===== src/hw/rtl/touch_event_fifo_with_rotation_defines.svh =====
// ----------------------------------------------------------------------------
// Touch event FIFO assertion macros
// Shared concurrent assertion forms for the touch event FIFO.
// ----------------------------------------------------------------------------
`ifndef TOUCH_EVENT_FIFO_WITH_ROTATION_DEFINES_SVH
`define TOUCH_EVENT_FIFO_WITH_ROTATION_DEFINES_SVH

// Same-cycle implication, disabled in reset
`define TEF_ASSERT_NOW(label, clk, rst, ante, cons) \
  label: assert property (@(posedge clk) disable iff (rst) (ante) |-> (cons)) \
    else $error("tef assertion failed");

// Next-cycle implication, disabled in reset
`define TEF_ASSERT_NEXT(label, clk, rst, ante, cons) \
  label: assert property (@(posedge clk) disable iff (rst) (ante) |=> (cons)) \
    else $error("tef assertion failed");

`endif


===== src/hw/rtl/tef_pkg.sv =====
// ----------------------------------------------------------------------------
// Touch event FIFO package
// Beat types, operation and register codes, and the orientation table.
// ----------------------------------------------------------------------------
package tef_pkg;

  localparam int DEPTH_DEFAULT = 16;
  localparam int COORD_W       = 12;
  localparam int EXTENT_W      = 13;
  localparam int EVENT_W       = 2;

  // Operation codes; code 3 is a no-op
  localparam logic [1:0] OP_PUSH  = 2'd0;
  localparam logic [1:0] OP_POP   = 2'd1;
  localparam logic [1:0] OP_CLEAR = 2'd2;

  // Event returned by a pop of an empty FIFO
  localparam logic [EVENT_W-1:0] EV_NONE = 2'd0;

  // Configuration register indexes
  localparam logic [1:0] REG_CALIB_DIR  = 2'd0;
  localparam logic [1:0] REG_DISP_DIR   = 2'd1;
  localparam logic [1:0] REG_DISP_WIDTH = 2'd2;
  localparam logic [1:0] REG_DISP_HGT   = 2'd3;

  localparam logic [EXTENT_W-1:0] WIDTH_RESET  = 13'd480;
  localparam logic [EXTENT_W-1:0] HEIGHT_RESET = 13'd320;

  typedef struct packed {
    logic [1:0]         operation;
    logic [EVENT_W-1:0] touch_event;
    logic [COORD_W-1:0] raw_x;
    logic [COORD_W-1:0] raw_y;
  } in_beat_t;

  typedef struct packed {
    logic [EVENT_W-1:0] popped_event;
    logic [COORD_W-1:0] out_x;
    logic [COORD_W-1:0] out_y;
  } out_beat_t;

  // Orientation settings handed to the mapper
  typedef struct packed {
    logic [1:0]          calib_direction;
    logic [1:0]          display_direction;
    logic [EXTENT_W-1:0] display_width;
    logic [EXTENT_W-1:0] display_height;
  } orient_cfg_t;

  typedef enum logic [1:0] {
    MAP_DIRECT = 2'd0,  // x, y
    MAP_MIRROR = 2'd1,  // W-1-x, H-1-y
    MAP_SWAP_W = 2'd2,  // W-1-y, x
    MAP_SWAP_H = 2'd3   // y, H-1-x
  } map_kind_t;

  // Row: calibration direction, column: display direction
  function automatic map_kind_t map_kind(input logic [1:0] calib, input logic [1:0] disp);
    map_kind_t row [4];
    unique case (calib)
      2'd0: row = '{MAP_DIRECT, MAP_MIRROR, MAP_SWAP_W, MAP_SWAP_H};
      2'd1: row = '{MAP_MIRROR, MAP_DIRECT, MAP_SWAP_H, MAP_SWAP_W};
      2'd2: row = '{MAP_SWAP_W, MAP_SWAP_H, MAP_DIRECT, MAP_MIRROR};
      default: row = '{MAP_SWAP_W, MAP_SWAP_H, MAP_MIRROR, MAP_DIRECT};
    endcase
    return row[disp];
  endfunction

endpackage


===== src/hw/rtl/tef_map.sv =====
// ----------------------------------------------------------------------------
// Touch coordinate mapper
// Rotates and mirrors a raw coordinate by calibration and display direction.
// ----------------------------------------------------------------------------
module tef_map (
  input  tef_pkg::orient_cfg_t           cfg,
  input  logic [tef_pkg::COORD_W-1:0]    raw_x,
  input  logic [tef_pkg::COORD_W-1:0]    raw_y,
  output logic [tef_pkg::COORD_W-1:0]    map_x,
  output logic [tef_pkg::COORD_W-1:0]    map_y
);
  import tef_pkg::*;

  localparam int DIFF_W = EXTENT_W + 1;

  // extent - 1 - v, clamped to the coordinate range
  function automatic logic [COORD_W-1:0] mirror(input logic [EXTENT_W-1:0] extent,
                                                input logic [COORD_W-1:0] v);
    logic [DIFF_W-1:0] diff;
    diff = {1'b0, extent} - DIFF_W'(1) - {{(DIFF_W-COORD_W){1'b0}}, v};
    if (diff[DIFF_W-1]) begin
      return '0;
    end else if (|diff[DIFF_W-2:COORD_W]) begin
      return '1;
    end
    return diff[COORD_W-1:0];
  endfunction

  map_kind_t kind;
  logic [COORD_W-1:0] mir_wx, mir_hy, mir_wy, mir_hx;

  assign kind   = map_kind(cfg.calib_direction, cfg.display_direction);
  assign mir_wx = mirror(cfg.display_width, raw_x);
  assign mir_hy = mirror(cfg.display_height, raw_y);
  assign mir_wy = mirror(cfg.display_width, raw_y);
  assign mir_hx = mirror(cfg.display_height, raw_x);

  // Select the mapping for the current orientation
  always_comb begin
    unique case (kind)
      MAP_DIRECT: begin
        map_x = raw_x;
        map_y = raw_y;
      end
      MAP_MIRROR: begin
        map_x = mir_wx;
        map_y = mir_hy;
      end
      MAP_SWAP_W: begin
        map_x = mir_wy;
        map_y = raw_x;
      end
      default: begin
        map_x = raw_y;
        map_y = mir_hx;
      end
    endcase
  end

endmodule


===== src/hw/rtl/touch_event_fifo_with_rotation.sv =====
// ----------------------------------------------------------------------------
// Touch event FIFO with rotation
// Ring buffer of touch events whose coordinates are mapped to display space.
// ----------------------------------------------------------------------------
// One operation beat is taken every cycle while the result register is free
// or being drained. A push maps its coordinate and writes the entry store at
// the accepting edge; a pop reads the store at the accepting edge into the
// result register, so its result beat is offered in the next cycle and
// is held until taken. Clear and the unused code give no result beat.
// A push never checks for full: it overwrites, and when the write pointer
// meets the read pointer the FIFO reads as empty. An empty pop returns event
// none with zero coordinates. No clearing pass runs after reset.
module touch_event_fifo_with_rotation #(
  parameter int FIFO_DEPTH = tef_pkg::DEPTH_DEFAULT
) (
  input  logic                               clk,
  input  logic                               rst,
  input  logic                               in_valid,
  output logic                               in_ready,
  input  tef_pkg::in_beat_t                  in_data,
  output logic                               out_valid,
  input  logic                               out_ready,
  output tef_pkg::out_beat_t                 out_data,
  input  logic                               cfg_we,
  input  logic [1:0]                         cfg_index,
  input  logic [tef_pkg::EXTENT_W-1:0]       cfg_data
);
  import tef_pkg::*;

  `include "touch_event_fifo_with_rotation_defines.svh"

  localparam int IDX_W = (FIFO_DEPTH > 1) ? $clog2(FIFO_DEPTH) : 1;
  localparam logic [IDX_W-1:0] IDX_LAST = IDX_W'(FIFO_DEPTH - 1);

  orient_cfg_t        orient;
  logic [IDX_W-1:0]   wr_idx, wr_idx_next;
  logic [IDX_W-1:0]   rd_idx, rd_idx_next;
  logic               in_fire;
  logic               is_push, is_pop, is_clear;
  logic               push_fire, pop_fire;
  logic               fifo_empty;
  logic               none_out;
  logic [COORD_W-1:0] map_x, map_y;
  out_beat_t          store [FIFO_DEPTH];
  out_beat_t          rd_data;
  logic               rd_empty;

  assign in_ready   = !out_valid || out_ready;
  assign in_fire    = in_valid && in_ready;
  assign is_push    = in_data.operation == OP_PUSH;
  assign is_pop     = in_data.operation == OP_POP;
  assign is_clear   = in_data.operation == OP_CLEAR;
  assign push_fire  = in_fire && is_push;
  assign pop_fire   = in_fire && is_pop;
  assign fifo_empty = rd_idx == wr_idx;

  assign wr_idx_next = (wr_idx == IDX_LAST) ? '0 : wr_idx + 1'b1;
  assign rd_idx_next = (rd_idx == IDX_LAST) ? '0 : rd_idx + 1'b1;

  tef_map u_map (
    .cfg   (orient),
    .raw_x (in_data.raw_x),
    .raw_y (in_data.raw_y),
    .map_x (map_x),
    .map_y (map_y)
  );

  // Configuration, pointers and result valid
  always_ff @(posedge clk) begin
    if (rst) begin
      orient.calib_direction   <= '0;
      orient.display_direction <= '0;
      orient.display_width     <= WIDTH_RESET;
      orient.display_height    <= HEIGHT_RESET;
      wr_idx                   <= '0;
      rd_idx                   <= '0;
      out_valid                <= 1'b0;
    end else begin
      if (cfg_we) begin
        unique case (cfg_index)
          REG_CALIB_DIR:  orient.calib_direction   <= cfg_data[1:0];
          REG_DISP_DIR:   orient.display_direction <= cfg_data[1:0];
          REG_DISP_WIDTH: orient.display_width     <= cfg_data;
          default:        orient.display_height    <= cfg_data;
        endcase
      end
      // update pointers per accepted operation
      if (in_fire && is_push) begin
        wr_idx <= wr_idx_next;
      end else if (in_fire && is_pop && !fifo_empty) begin
        rd_idx <= rd_idx_next;
      end else if (in_fire && is_clear) begin
        wr_idx <= rd_idx;
      end
      // hold the result beat until taken
      if (in_fire && is_pop) begin
        out_valid <= 1'b1;
      end else if (out_ready) begin
        out_valid <= 1'b0;
      end
    end
  end

  // Entry store: write on push, registered read on pop
  always_ff @(posedge clk) begin
    if (in_fire && is_push) begin
      store[wr_idx] <= '{popped_event: in_data.touch_event, out_x: map_x, out_y: map_y};
    end
    if (in_fire && is_pop) begin
      rd_data  <= store[rd_idx];
      rd_empty <= fifo_empty;
    end
  end

  // Drop the entry contents on an empty pop
  assign out_data = rd_empty ? out_beat_t'{popped_event: EV_NONE, out_x: '0, out_y: '0}
                             : rd_data;

  assign none_out = out_data.popped_event == EV_NONE;

  `TEF_ASSERT_NEXT(a_pop_gives_beat, clk, rst, pop_fire, out_valid)
  `TEF_ASSERT_NEXT(a_empty_pop_none, clk, rst, pop_fire && fifo_empty, none_out && $stable(rd_idx))
  `TEF_ASSERT_NOW(a_stall_blocks_input, clk, rst, out_valid && !out_ready, !in_ready)
  `TEF_ASSERT_NEXT(a_push_advances, clk, rst, push_fire, wr_idx != $past(wr_idx) && $stable(rd_idx))

endmodule


===== config.mk =====
export PLATFORM = sky130hd
export DESIGN_NAME = touch_event_fifo_with_rotation
export DESIGN_NICKNAME = d
export VERILOG_FILES = /design/src/hw/rtl/tef_pkg.sv /design/src/hw/rtl/tef_map.sv /design/src/hw/rtl/touch_event_fifo_with_rotation.sv
export VERILOG_INCLUDE_DIRS = /design/src /design/src/hw/rtl
export SDC_FILE = /design/constraint.sdc
export NUM_CORES = 1
export LEC_CHECK = 0
export BUFFER_PORTS_ARGS = -buffer_cell sky130_fd_sc_hd__buf_2
export CAP_MARGIN = 10
export CORE_MARGIN = 1
export CORE_UTILIZATION = 64
export CTS_BUF_LIST = sky130_fd_sc_hd__clkbuf_4 sky130_fd_sc_hd__clkbuf_8
export CTS_CLUSTER_DIAMETER = 50
export CTS_CLUSTER_SIZE = 8
export DETAILED_ROUTE_END_ITERATION = 10
export PLACE_DENSITY = 0.83
export REMOVE_ABC_BUFFERS = 1
export SKIP_CTS_REPAIR_TIMING = 1
export SYNTH_ARGS = -nofsm -noshare
export SYNTH_HDL_FRONTEND = slang
export SYNTH_SLANG_ARGS = --single-unit
export TNS_END_PERCENT = 100

===== constraint.sdc =====
create_clock -name clk -period 5.4 [get_ports clk]
set_input_delay 0.81 -clock clk [delete_from_list [all_inputs] [get_ports clk]]
set_output_delay 0.81 -clock clk [all_outputs]
set_load 0.05 [all_outputs]

==> metrics <==
critical path peak fanout 16; global placement routability congestion ~0.96; Num CTS Buffers slightly above 70; RSZ-0062 raised after global routing false; type of destination of the critical path flop; crit path DAT slightly above 5000 ps; met3 Use GR 5.933%; Achievable Freq a little over 0.2 GHz; syn_area_per_cell between 15 and 20 um2; Root Driver clkbuf_8; Mapped Cells about 1400; M1 GR Usage about two fifths; DRC viols 0; Post-Syn Area roughly 0.022 mm2; worst r2r src orient[2]$_SDFFE_PP0P_; Leak Pwr about 8 nW; Yosys top cell by area edfxtp_1; Hold WC Path Type input port to flop; CTS tree built; largest net degree at the start of global routing 74; area share of the largest cell type after synthesis roughly three fifths; met2 usage between 50 and 60%; Routed Antenna Nets 0; crit path buf inv count 0; largest cells by area after synthesis edfxtp_1 (60%), mux4_2 (13%), dfxtp_1 (3.5%); actual transition at the worst max-transition pin ~1300 ps; DP Area about 0.023 mm2; Max Root-Sink Buffers 3; DR vias/cell around 6.7; Post-synth EDFFs roughly 440; CP max stage cell o221ai_1; Std-Cell Core Area about 0.034 mm2; DRT iter0 DRCs roughly 1500; share of flip-flops with an asynchronous set or reset 0%; Max Cap Viol 0; WL per Instance about 26 um; sequential fraction of the synthesis area a little under two thirds; Final nets roughly 1700; CP cell instances nor4_4 > nand2_1 > or3_1 > xnor2_1 > ha_1 > a21oi_1 > o21ai_1 > a22o_1 > o31a_1 > o31ai_1 > nand3_1 > o221ai_1; CP startpoint orient[2]$_SDFFE_PP0P_; H-tree depth 3; post-route cell area roughly 0.024 mm2; DIE WIDTH between 150 and 200 um; min Tclk post-route 4914 ps; DIE AREA 0.03534 mm2; global-route wire length before repair around 80000 um; total track usage 31.15%; fin. max-slew vios 0; die span in y about 190 um; YS warnings 0; Synth cell types just over 70; later-pin clock latency in the skew report ~620 ps; Boundary Pins 76; Peak VDD IR approximately 0.19 mV; setup TNS 0 ps; GR Overflow Total 0; Setup Viol. Count Final 0; final period utilization between 90% and 100%; hpwl dp 34280 um; commonest register cell after synthesis edfxtp_1; hold path startpoint cfg_data[4]; status finished, final reports clean; CTS Sinks a little under 500; layout cell share with drive strength beyond 1 23.20%; Crit path max-delay family compound AO/OA/AOI/OAI gates; WS Path Type flop to flop; Cell Rows 67; GR peak layer met2; relative slew slack between 10% and 20%; Hold Vio Cnt, Final 0; Critical Path RT about 5600 ps; Buffers on Ports 75; clock input transition at the sequential cells of the worst setup and hold paths 60 ps; total number of vias 13452; CP max stage delay between 1000 and 1500 ps; clk_skew ~33 ps; Area Growth Syn to Fin 10.23%; First-pass DRT Iterations 5; power per cell area roughly 310 mW/mm2; number of global-route vias before repair around 13000; Starting Density between 60% and 70%; antenna violations before repair 2; Worst setup SP type flop; Yosys reg bits 482; Routed Wire Length ~53000 um
power by group:
| part | switching [mW] | internal, mW | total, mW |
|---|---|---|---|
| combinational | 0.547 | 0.314 | 0.862 |
| sequential | 0.0243 | 4.18 | 4.20 |
| clock | 1.27 | 1.27 | 2.55 |
| total | 1.84 | 5.77 | 7.61 |
cell usage after synthesis (all sizes together), types with 15 or more instances:
master / count
clkbuf: 40
buf: 15
a21o: 16
o221ai: 19
mux4: 130
a21oi: 77
nor3: 21
xor2: 30
ha: 55
xnor2: 37
edfxtp: 443
nor2: 94
nor2b: 35
nand2: 98
dfxtp: 39
inv: 48
o21ai: 37
nand3: 15
layer usage:
layer	vias to the layer above	wire length, um
li1	5879	-
met4	0	1792
met5	-	0
met1	6661	19770
met2	780	27200
met3	132	4658
sequential cells by signal, summed over array words and instances, names as in the netlist:
name,count
orient,30
out_valid,1
store,416
wr_idx,4
rd_data,26
rd_empty,1
rd_idx,4
logic make-up (layout without fill, tap and decap cells):
family | count (synthesis) | after routing | synth area share [%]
AO/OA/AOI/OAI | 234 | 234 | 6.957
XOR/XNOR | 67 | 67 | 2.769
adder cells (fa/ha/maj) | 59 | 59 | 3.470
buffers and inverters | 103 | 247 | 1.763
flip-flops | 482 | 482 | 63.61
multiplexers | 140 | 140 | 13.70
other | 0 | 2 | 0
AND/OR/NAND/NOR | 340 | 340 | 7.731
tightest hold or removal path: cells and delay by family:
kind                   cells  cell delay, ps
AOI/OAI and AO/OA          1              50
buffers and inverters      1             110
and+or+nand+nor            1              50
placed cells by master, fill, tap and decap left out, types with 8 or more instances in the layout:
| cell type | count |
|---|---|
| nand3b_1 | 13 |
| dfxtp_1 | 35 |
| edfxtp_1 | 443 |
| clkbuf_8 | 73 |
| mux4_2 | 130 |
| a21o_1 | 16 |
| xnor2_1 | 36 |
| nor3_1 | 17 |
| nand2_1 | 98 |
| o221ai_1 | 19 |
| a31oi_1 | 12 |
| mux2i_1 | 8 |
| buf_4 | 36 |
| o21ai_0 | 36 |
| nor2_4 | 12 |
| inv_1 | 48 |
| or3_1 | 9 |
| nor2b_1 | 35 |
| a21oi_1 | 77 |
| a211oi_1 | 9 |
| xor2_1 | 29 |
| nand2b_1 | 9 |
| ha_1 | 55 |
| buf_2 | 75 |
| nand3_1 | 15 |
| nor2_1 | 81 |
final cells by class:
cell class	instances	area (um2)
fillers	2048	9379
clock buffers	80	1057
well taps	448	560.5
flip-flops and latches	482	14090
clock inverters	7	66.31
repair buffers	112	665.6
diodes	2	5.005
multi-input cells	840	7776
inverters	48	180.2
final timing paths:
check                       endpoint  slack (ps)  cells after the start
max            store[9][6]$_DFFE_PP_         490                     12
min           orient[4]$_SDFFE_PP0P_         440                      3
max reg2reg    store[9][6]$_DFFE_PP_         490                     12
min reg2reg  orient[11]$_SDFFE_PP0P_         490                      2
stage by stage:
stage                     power (mW)  setup slack [ps]  std cells  hold WS [ps]  utilization, %
after floorplan                4.856            -445.5       1370         455.7               -
after global placement         5.097             739.3       1925         475.9           68.79
after detailed placement       5.117             420.3       1925         484.3           68.79
after CTS                      7.624             396.2       2012         414.8           72.11
after global routing           7.848             124.2       2017         430.7           72.22
final                          7.610             486.2       2019         442.9           72.24
Note: power is estimated with default switching activity, not from simulation.
